===== src/nfsa_pkg.sv =====
// ----------------------------------------------------------------------------
// nfsa_pkg
// shared widths, codes, table entry layout and control structs for the
// next-fit slot allocator
// ----------------------------------------------------------------------------
`default_nettype none

package nfsa_pkg;

	localparam int SLOT_COUNT_DEF = 1024;

	// one memory row holds this many slots
	localparam int ROW_W    = 32;
	localparam int ROW_BITS = 5;

	localparam int SEED_W     = 4;
	localparam int OP_W       = 2;
	localparam int STATUS_W   = 2;
	localparam int HANDLE_W   = 14;
	localparam int SLOT_OUT_W = 10;

	// request codes
	localparam logic [OP_W-1:0] OP_CREATE = 2'd0;
	localparam logic [OP_W-1:0] OP_DELETE = 2'd1;
	localparam logic [OP_W-1:0] OP_CLEAR  = 2'd2;

	// result status codes
	localparam logic [STATUS_W-1:0] ST_OK         = 2'd0;
	localparam logic [STATUS_W-1:0] ST_FULL       = 2'd1;
	localparam logic [STATUS_W-1:0] ST_BAD_HANDLE = 2'd2;

	typedef struct packed {
		logic              used;
		logic              local_flag;
		logic [SEED_W-1:0] seed;
	} entry_t;

	typedef entry_t [ROW_W-1:0] row_t;

	typedef struct packed {
		logic rd;
		logic wr;
		logic clear;
	} mem_ctl_t;

	typedef struct packed {
		logic wr;
		logic has_free;
		logic clear;
	} fm_ctl_t;

	typedef enum logic [2:0] {
		S_IDLE,
		S_DIV,
		S_EVAL,
		S_FILL,
		S_DONE
	} state_t;

endpackage

`default_nettype wire


===== src/nfsa_free_map.sv =====
// ----------------------------------------------------------------------------
// nfsa_free_map
// one bit per memory row telling whether the row has a free slot, and a
// registered circular search for the next row with room
// ----------------------------------------------------------------------------
`default_nettype none

module nfsa_free_map #(
	parameter int ROWS      = 32,
	parameter int ROW_IDX_W = 5
) (
	input  logic                 clk,
	input  logic                 arst_n,
	input  nfsa_pkg::fm_ctl_t    ctl,
	input  logic [ROW_IDX_W-1:0] upd_row,
	input  logic [ROW_IDX_W-1:0] start_row,
	output logic                 found_any,
	output logic [ROW_IDX_W-1:0] found_row
);
	import nfsa_pkg::*;

	logic [ROWS-1:0]      row_free_q;
	logic                 found_any_q;
	logic [ROW_IDX_W-1:0] found_row_q;
	logic                 hi_any;
	logic                 lo_any;
	logic [ROW_IDX_W-1:0] hi_idx;
	logic [ROW_IDX_W-1:0] lo_idx;

	always_ff @(posedge clk or negedge arst_n) begin
		if (!arst_n) begin
			row_free_q <= '1;
		end else if (ctl.clear) begin
			row_free_q <= '1;
		end else if (ctl.wr) begin
			row_free_q[upd_row] <= ctl.has_free;
		end
	end

	// first free row after start_row, else the first free row from row 0
	always_comb begin
		hi_any = 1'b0;
		lo_any = 1'b0;
		hi_idx = '0;
		lo_idx = '0;
		for (int r = ROWS - 1; r >= 0; r--) begin
			if (row_free_q[r]) begin
				lo_any = 1'b1;
				lo_idx = ROW_IDX_W'(r);
				if (r > int'(start_row)) begin
					hi_any = 1'b1;
					hi_idx = ROW_IDX_W'(r);
				end
			end
		end
	end

	always_ff @(posedge clk or negedge arst_n) begin
		if (!arst_n) begin
			found_any_q <= 1'b0;
		end else begin
			found_any_q <= lo_any;
		end
	end

	always_ff @(posedge clk) begin
		found_row_q <= hi_any ? hi_idx : lo_idx;
	end

	assign found_any = found_any_q;
	assign found_row = found_row_q;

endmodule

`default_nettype wire


===== config.mk =====
export PLATFORM = sky130hd
export DESIGN_NAME = nfsa_free_map
export DESIGN_NICKNAME = d
export VERILOG_FILES = /design/src/nfsa_pkg.sv /design/src/nfsa_free_map.sv
export SDC_FILE = /design/constraint.sdc
export NUM_CORES = 1
export LEC_CHECK = 0
export CORE_ASPECT_RATIO = 0.6
export CORE_UTILIZATION = 45
export CTS_BUF_LIST = sky130_fd_sc_hd__clkbuf_8
export DETAILED_ROUTE_END_ITERATION = 12
export DONT_BUFFER_PORTS = 1
export GPL_TIMING_DRIVEN = 0
export PLACE_DENSITY_LB_ADDON = 0.25
export SYNTH_ARGS = -nofsm -noshare
export SYNTH_HDL_FRONTEND = slang
export SYNTH_SLANG_ARGS = --single-unit

===== constraint.sdc =====
create_clock -name clk -period 2 [get_ports clk]
set_input_delay 0.5 -clock clk [delete_from_list [all_inputs] [get_ports clk]]
set_output_delay 0.5 -clock clk [all_outputs]
set_load 0.005 [all_outputs]

==> results of run 1 <==
-- how the worst max path moves through the flow --
| stage | from | endpoint | slack (ns) | depth (start not counted) |
|---|---|---|---|---|
| floorplan | start_row[1] | found_row[0] | 0.16 | 7 |
| global placement | start_row[1] | found_row[0] | -0.43 | 7 |
| detailed placement | start_row[1] | found_row[0] | -0.35 | 7 |
| CTS | row_free_q[16] | found_row[0] | 0.04 | 6 |
| global route | row_free_q[31] | found_row[1] | -0.05 | 6 |
| finish | row_free_q[6] | found_row[0] | 0.05 | 6 |
-- cell type report --
type                            count  share of cell area, %
Buffer                             25                   4.01
Clock buffer                        6                   2.45
Clock inverter                      2                   1.78
Inverter                            8                  0.891
Multi-Input combinational cell    332                   58.4
Sequential cell                    38                   28.6
Tap cell                           84                   3.12
Timing Repair Buffer                3                  0.742
-- cells by family after synthesis --
group           count (synthesis)  share of synthesized area (%)
compound gates                126                           28.8
buf+inv                        33                           5.44
flops                          38                           32.1
simple gates                  206                           33.7
-- report_power, final --
part           total (W)  internal (W)  switching, W
Combinational   0.000306      0.000104      0.000202
Clock           0.000834      0.000532      0.000302
Sequential      0.000819      0.000798     0.0000212
Total            0.00196       0.00143      0.000525
-- cell usage in the layout, fill, tap and decap left out, types with 3 or more instances in the layout --
cell      netlist  routed
o21a_1          6       6
nand3_1        49      49
inv_1           8       8
a21oi_1        13      13
o211ai_1        8       8
dfxtp_1         5       5
o21ai_0        29      29
o21bai_1        3       3
nand2_1        63      62
nor3b_1         5       4
buf_4           4       6
and3_1          3       3
nor3_1         13      11
or4_1           3       3
nor4_1          7       6
a21boi_0        3       3
clkbuf_8        0       6
a21boi_1        3       3
nor2_1         33      32
a211oi_1       10       8
o22ai_1         3       3
and2_1          3       3
nand3b_1        4       4
o21ai_1        13      10
dfstp_2        32      32
clkbuf_1       15      14
o21ai_2         1       4
nor2b_1         8       8
buf_6           3       3
-- registers in the layout (all words and copies together) (netlist names) --
signal      cells
found_any       1
found_row       5
row_free_q     32
-- repair_timing --
action,in CTS,in global routing
hold endpoints to repair,1,0
pin swaps,0,3
buffers inserted,0,2
hold buffers,1,0
resized for setup,6,15
setup endpoints to repair,2,6
-- through the flow --
| stage | std cells | util, % | cell area [µm²] | setup slack (ns) |
|---|---|---|---|---|
| CTS | 496 | 52.3 | 3280 | 0.0354 |
| global placement | 487 | 49.6 | 3120 | -0.431 |
| detailed placement | 487 | 49.6 | 3120 | -0.348 |
| finish | 498 | 53.7 | 3370 | 0.0533 |
| floorplan | 403 | - | 3010 | 0.161 |
| global route | 498 | 53.7 | 3370 | -0.0540 |
-- critical path, stage by stage (launching register included) --
cell and delay, ns:
dfstp_2 0.61, a21boi_1 0.30, o21a_1 0.15, o221a_2 0.18, o21ai_0 0.14, a211oi_2 0.32, o41ai_2 0.12
-- per-layer routing --
layer	share of wire, %	vias up	wire [µm]	track usage, %
met4	0.99	0	97	6.16
met1	49	1499	4770	45.3
met2	39	159	3850	38.9
met5	0	-	0	0
met3	11	13	1060	9.82
li1	-	1516	-	-
==> summary.txt, run 1 <==
Status = completed
Mapped Area = 3010 µm²
CTS tree = yes
Clock Skews = 0.00625 ns
Num rows = 22
Kind of critical path = register to register
Fillers = 590
Final WL = 9.77 mm
Post-synth top cells = 63 x nand2_1, 49 x nand3_1, 33 x nor2_1
Die Area = 7030 µm²
Area occupied by multi-input gates = 1970 µm²
DRT antenna net count = 0
Max cap viols = 0
Overall Global Routing Usage = 29.6%
Proportion of synthesized chip area in sequential cells = 32.1%
Ys flop type = dfstp_2
Gr ovfl total = 0
Post-synthesis register bit count = 38
Port Buf Inserts = 0
Top cell type's share of synthesized area = 27.9%
Arrival @ worst endpoint = 2.13 ns
Main area contributors after synthesis = dfstp_2 28%, nand3_1 8.1%, nand2_1 7.9%
Post-DR wirelength/cell = 19.6 µm
Reg2reg end = found_row[0]
Nets = 428
Cell taking the most area after synthesis = dfstp_2
Largest net degree at the start of global routing = 34
Pleak = 1.16 nW
Reg-to-reg startpoint = row_free_q[6]
PwrDens = 581 nW/µm²
Tcrit/Tclk final = 97.3%
Clock latency on the worst-skew pair = 0.30 ns
Minimum clock period = 1.95 ns
Req. time, crit path = 2.18 ns
Initial core utilization = 48.0%
Setup crit start kind = register
Die H = 65.4 µm
Setup TNS = 0 ns
Layout cell share with drive strength beyond 1 = 20.0%
Maximum vdd drop = 0.337 mV
Worst hold margin = 0.0305 ns
Core Region = 6280 µm²
Async S/R FF share, synth = 86.8%
Longest Clk Path Bufs = 2
Hold Crit Class = primary input to asynchronous set/reset pin
Layout area overhead = 12.0%
FF/Latch Area = 966 µm²
Dpl hpwl = 7.21 mm
GPL Wtd Cong = 0.943
Antenna violations before repair = 0
Ports = 21
Max Slew Vio Count = 0
Clk pin slew, worst setup/hold paths = 0.08 ns
Crit-path max FO = 7
Reg2Reg Depth = 6
FF-to-FF setup slack = 0.05 ns
Fmax = 514 MHz
CTS root buf = clkbuf_8
Final hold violation count = 0
Worst slew pin tran = 0.980 ns
Die width = 108 µm
Syn avg cell area = 7.47 µm²
Number of synthesized flops with an enable pin = 0
Total CTS buffers = 5
H-tree Lvls = 2
Yosys cell types = 68
# clock sinks = 38
N_diodes = 0
First-pass GRT wire length = 15.4 mm
Vias = 3187
DRC viols = 0
TritonRoute pass-1 iters = 6
Ys Warns = 0
Synth Instances = 403
Final setup viols = 0
Critical path capture point type = register
Vias/cell = 6.40
Final Power = 0.00196 W
RSZ-0062 raised after global routing = yes
Drt first-iter violations = 390
Vias in the first global route = 2837
Mapped Nets = 418
Slew HR = 34.5%
Most common cell in the netlist = nand2_1
No activity file was read; power rests on OpenSTA's default activity.
==> run 2, diff against run 1 <==
--- a/config.mk
+++ b/config.mk
@@ -5,6 +5,7 @@
 export SDC_FILE = /design/constraint.sdc
 export NUM_CORES = 1
 export LEC_CHECK = 0
+export ABC_AREA = 1
 export CORE_ASPECT_RATIO = 0.6
 export CORE_UTILIZATION = 45
 export CTS_BUF_LIST = sky130_fd_sc_hd__clkbuf_8
==> run 2 against run 1 <==
The run now ends with setup timing left. Power fell by 4.7%. Fmax fell by 17%. Clock power fell by 3.7%. Utilization rose by 0.19 points. Design area fell by 8.8%. Non-clock buffer count fell by 11. First-iteration DRC count fell by 34%. Sequential power fell by 0.6%. Critical path depth rose by 25. Global-route usage fell by 1.5 points. Flip-flop and latch count did not move.
==> summary.txt, run 2 <==
Clock power frac = 43.0%
Mapped Nets = 429
Fin area = 3070 µm²
CTS root buf = clkbuf_8
Largest net degree at the start of global routing = 34
Ports = 21
Yosys cell types = 30
Fmax = 427 MHz
Number of synthesized flops with an enable pin = 0
Worst slew pin tran = 0.489 ns
Seq pwr share = 43.6%
DRC viols = 0
Layout Utilization = 53.9%
Worst slack at placement = -0.514 ns
Antenna violations before repair = 0
Failing checks = setup timing
Final WS setup = -0.341 ns
Synth Instances = 414
GPL Wtd Cong = 0.947
DRT antenna net count = 0
Arrival @ worst endpoint = 2.53 ns
Proportion of synthesized chip area in sequential cells = 35.6%
Die width = 102 µm
Vias in the first global route = 2683
Clock latency on the worst-skew pair = 0.30 ns
PwrDens = 607 nW/µm²
Pint = 0.00138 W
Max Slew Vio Count = 0
Async S/R FF share, synth = 86.8%
Most frequent cells in the layout = 93 x nand2_1, 67 x inv_1, 42 x nor2_1, 38 x o21ai_0, 32 x dfstp_2
Max reg flops = 32
Kind of critical path = register to register
Largest register by flop count = row_free_q
Net Sw Power = 0.000489 W
Area occupied by multi-input gates = 1490 µm²
Slew HR = 67.4%
H-tree Lvls = 2
Layout area overhead = 13.2%
Req. time, crit path = 2.19 ns
Vias = 2838
Syn avg cell area = 6.56 µm²
TritonRoute pass-1 iters = 5
Post-DR wirelength/cell = 16.1 µm
Most common cell after layout, fill and taps aside = nand2_1
Clk pin slew, worst setup/hold paths = 0.09 ns
First-pass GRT wire length = 13.5 mm
Ys flop type = dfstp_2
Maximum vdd drop = 0.269 mV
Dpl hpwl = 6.19 mm
Post-synthesis register bit count = 38
Minimum clock period = 2.34 ns
Setup TNS = -0.619 ns
Non-Filler Instances = 508
Fillers = 597
Die Area = 6360 µm²
RSZ-0062 raised after global routing = yes
Placement Cell Area = 2830 µm²
Ys Warns = 0
Final setup viols = 2
Final hold violation count = 0
Main area contributors after synthesis = dfstp_2 31%, nand2_1 13%, inv_1 9.4%
Top cell type's share of synthesized area = 31.0%
CTS tree = yes
DP Cell Count = 494
Critical path's largest stage delay = 0.59 ns
Gr ovfl total = 0
Clock Skews = 0.00536 ns
Hold Crit Class = primary input to asynchronous set/reset pin
Die H = 62.2 µm
Setup crit start kind = register
Core Region = 5700 µm²
CP max stage cell = dfstp_2
Most common cell in the netlist = nand2_1
Comb pwr share = 13.4%
Longest Clk Path Bufs = 2
# clock sinks = 38
CP dominant cell by count = nand2_1
N_diodes = 0
Layout cell share with drive strength beyond 1 = 16.4%
Nets = 442
Cell taking the most area after synthesis = dfstp_2
Vias/cell = 5.59
Overall Global Routing Usage = 28.1%
Final WL = 8.20 mm
Max cap viols = 0
Initial core utilization = 47.6%
Critical path capture point type = register
Pleak = 1.39 nW
Mapped Area = 2720 µm²
Post-synth top cells = 95 x nand2_1, 68 x inv_1, 46 x nor2_1
Total CTS buffers = 5
FF/Latch Area = 966 µm²
Num rows = 21
Crit-path max FO = 5
Port Buf Inserts = 0
Switching Fraction = 26.2%
Status = complete, but fails checks
Drt first-iter violations = 258
Tcrit/Tclk final = 117%
FF-to-FF setup slack = -0.34 ns
run 2: cell count changes in the layout (fill, tap and decap cells not counted), sizes merged, moves of 5 or more:
cell	change
a211oi	-9
a21boi	-6
a21oi	+11
buf	-6
clkbuf	-6
inv	+65
nand2	+32
nand3	-30
nor2	+12
nor2b	-8
nor3b	-5
o21a	-6
o311ai	+13
run 2: final timing paths:
path,startpoint,endpoint,cells after the start
min,arst_n,row_free_q[3],0
max reg2reg,row_free_q[30],found_row[0],31
min reg2reg,row_free_q[22],row_free_q[22],2
max in group asynchronous,arst_n,found_any,1
min in group clk,upd_row[1],row_free_q[28],3
max,row_free_q[30],found_row[0],31
run 2: timing repair:
action,in CTS,in global routing
resized for setup,7,11
cloned,0,0
pin swaps,4,6
hold buffers,1,0
hold endpoints to repair,1,0
setup endpoints to repair,4,4
setup buffers,2,3
run 2: worst max-delay path, delay by kind of cell (launching register included):
kind               cells  cell delay, ns
AOI/OAI and AO/OA      1            0.10
DFF                    1            0.59
and+or+nand+nor       30            1.54
run 2: logic make-up (layout without fill, tap and decap cells):
kind of cell / after synthesis / after routing / share of synthesized area [%]
AO/OA/AOI/OAI: 102 / 102 / 23.0
buffers and inverters: 85 / 99 / 11.9
AND/OR/NAND/NOR: 189 / 189 / 29.5
flip-flops: 38 / 38 / 35.6
run 2: metal layers:
metal / vias up / GRT usage [%] / routed length (µm)
li1: 1409 / - / -
met4: 0 / 5.36 / 38
met3: 4 / 6.08 / 808
met1: 1307 / 45.0 / 4160
met2: 118 / 37.9 / 3190
met5: - / 0 / 0
run 2: stage by stage:
| step | total power [W] | hold slack, ns |
|---|---|---|
| floorplan | 0.00101 | 0.204 |
| global placement | 0.00106 | 0.205 |
| detailed placement | 0.00106 | 0.205 |
| CTS | 0.00187 | 0.0282 |
| global route | 0.00195 | 0.0157 |
| finish | 0.00187 | 0.0378 |
run 2: layout make-up:
cell class	instances	area share, %
Inverter	74	9.04
Sequential cell	38	31.4
Timing Repair Buffer	6	1.67
Clock buffer	5	2.24
Tap cell	80	3.26
Clock inverter	3	2.24
Multi-Input combinational cell	291	48.3
Buffer	11	1.83
run 2: power by group through the flow:
stage               Clock, W  Sequential, W  Combinational, W
global placement           0       0.000826          0.000232
detailed placement         0       0.000826          0.000236
global route        0.000847       0.000817          0.000284
floorplan                  0       0.000820          0.000185
CTS                 0.000813       0.000813          0.000241
finish              0.000803       0.000814          0.000250
==> run 3, diff against run 2 <==
--- a/config.mk
+++ b/config.mk
@@ -7,6 +7,7 @@
 export LEC_CHECK = 0
 export ABC_AREA = 1
 export CORE_ASPECT_RATIO = 0.6
+export CORE_MARGIN = 4
 export CORE_UTILIZATION = 45
 export CTS_BUF_LIST = sky130_fd_sc_hd__clkbuf_8
 export DETAILED_ROUTE_END_ITERATION = 12
==> run 3 against run 2 <==
The flow still finishes with violations (setup timing). Flip-flop and latch count unchanged. Fmax decreased by 0.38%. Sequential power about the same. Clock power decreased by 0.7%. Critical path type unchanged. Highest routed layer unchanged.
==> summary.txt, run 3 (synthesis results as in run 2) <==
CTS root buf = clkbuf_8
FF/Latch Area = 966 µm²
Final hold violation count = 0
Slew HR = 64.4%
Most common cell after layout, fill and taps aside = nand2_1
Final setup viols = 2
Layout cell share with drive strength beyond 1 = 15.2%
# clock sinks = 38
Crit-path max FO = 3
Kind of critical path = register to register
Dpl hpwl = 6.08 mm
Ports = 21
Worst slew pin tran = 0.529 ns
Net Sw Power = 0.000480 W
Antenna violations before repair = 0
Overall Global Routing Usage = 22.9%
Port Buf Inserts = 0
CP dominant cell by count = nand2_1
Clock Skews = 0.00513 ns
Clock power frac = 42.9%
Gr ovfl total = 0
Die width = 108 µm
Setup TNS = -0.545 ns
CP max stage cell = dfstp_2
Vias in the first global route = 2574
Largest register by flop count = row_free_q
Req. time, crit path = 2.19 ns
Final WS setup = -0.350 ns
DRC viols = 0
Longest Clk Path Bufs = 2
Max reg flops = 32
Die H = 68.2 µm
Worst path bufs/invs = 0
RSZ-0062 raised after global routing = yes
N_diodes = 0
Critical path's largest stage delay = 0.58 ns
GPL Wtd Cong = 0.973
Clk pin slew, worst setup/hold paths = 0.08 ns
Fmax = 425 MHz
Initial core utilization = 47.6%
TritonRoute pass-1 iters = 7
Final WL = 8.12 mm
First-pass GRT wire length = 12.8 mm
Post-DR wirelength/cell = 16.0 µm
Seq pwr share = 43.9%
Total CTS buffers = 5
Placement Cell Area = 2830 µm²
Area occupied by multi-input gates = 1470 µm²
Setup crit start kind = register
Critical path capture point type = register
Pint = 0.00138 W
DP Cell Count = 494
Layout area overhead = 12.3%
PwrDens = 609 nW/µm²
DRT antenna net count = 0
Num rows = 21
Core Region = 5700 µm²
Minimum clock period = 2.35 ns
H-tree Lvls = 2
Crit-path leading delay family = simple AND/OR/NAND/NOR gates
Die Area = 7380 µm²
Status = complete, but fails checks
Most frequent cells in the layout = 94 x nand2_1, 67 x inv_1, 43 x nor2_1, 38 x o21ai_0, 32 x dfstp_2
Non-Filler Instances = 507
Max Slew Vio Count = 0
Vias = 2896
Largest net degree at the start of global routing = 34
Failing checks = setup timing
Pleak = 1.38 nW
Comb pwr share = 13.2%
Hold Crit Class = primary input to asynchronous set/reset pin
Nets = 441
Clock latency on the worst-skew pair = 0.29 ns
CTS tree = yes
Arrival @ worst endpoint = 2.54 ns
Tcrit/Tclk final = 118%
Fin area = 3050 µm²
Vias/cell = 5.71
Drt first-iter violations = 336
Switching Fraction = 25.9%
Maximum vdd drop = 0.324 mV
Max cap viols = 0
Fillers = 583
==> run 3: cell types whose count changed in the layout (fill, tap and decap cells not counted), sizes merged <==
cell  change
buf       -1
==> run 3: power by group through the flow <==
| stage | Sequential, W | Clock, W | Combinational [W] |
|---|---|---|---|
| after CTS | 0.000814 | 0.000808 | 0.000237 |
| after floorplan | 0.000820 | 0 | 0.000185 |
| after detailed placement | 0.000827 | 0 | 0.000232 |
| after global routing | 0.000817 | 0.000846 | 0.000278 |
| final | 0.000814 | 0.000797 | 0.000245 |
| after global placement | 0.000826 | 0 | 0.000229 |
==> run 3: path summary, 6_finish.rpt <==
kind,endpoint,cells after the start,start,slack [ns]
min in group clk,row_free_q[28],3,upd_row[1],0.46
worst min register to register,row_free_q[20],2,row_free_q[20],0.54
worst max-delay path,found_row[0],29,row_free_q[30],-0.35
worst min-delay path,row_free_q[3],0,arst_n,0.04
worst max register to register,found_row[0],29,row_free_q[30],-0.35
max in group asynchronous,found_any,1,arst_n,1.49
==> run 3: final cells by class <==
class	count	area share, %
buffer	11	1.85
clock buffer	5	2.26
clock inverter	3	2.26
inverter	74	9.11
multi-input combinational	291	48.1
sequential	38	31.7
tap	80	3.28
timing repair buffer	5	1.44
==> run 3: what timing repair did <==
action | 4_1_cts | 5_1_grt
cloned | 0 | 0
buffers inserted | 4 | 0
hold buffers | 1 | 0
resized for setup | 1 | 13
endpoints found under the setup margin | 4 | 4
pin swaps | 1 | 7
hold endpoints to repair | 1 | 0
==> run 3: through the flow <==
step | setup WS [ns] | power [W] | util [%] | hold WS [ns]
after detailed placement | -0.495 | 0.00106 | 49.6 | 0.205
after CTS | -0.305 | 0.00186 | 52.8 | 0.0326
after floorplan | -0.292 | 0.00101 | - | 0.204
after global placement | -0.469 | 0.00105 | 49.6 | 0.205
final | -0.350 | 0.00186 | 53.5 | 0.0411
after global routing | -0.624 | 0.00194 | 53.5 | 0.0167
==> run 3: metal layers <==
layer	track usage, %	routed length [µm]	vias to the layer above
li1	-	-	1409
met1	35.1	3850	1325
met2	32.0	3240	156
met3	5.00	958	6
met4	6.46	70	0
met5	0	0	-
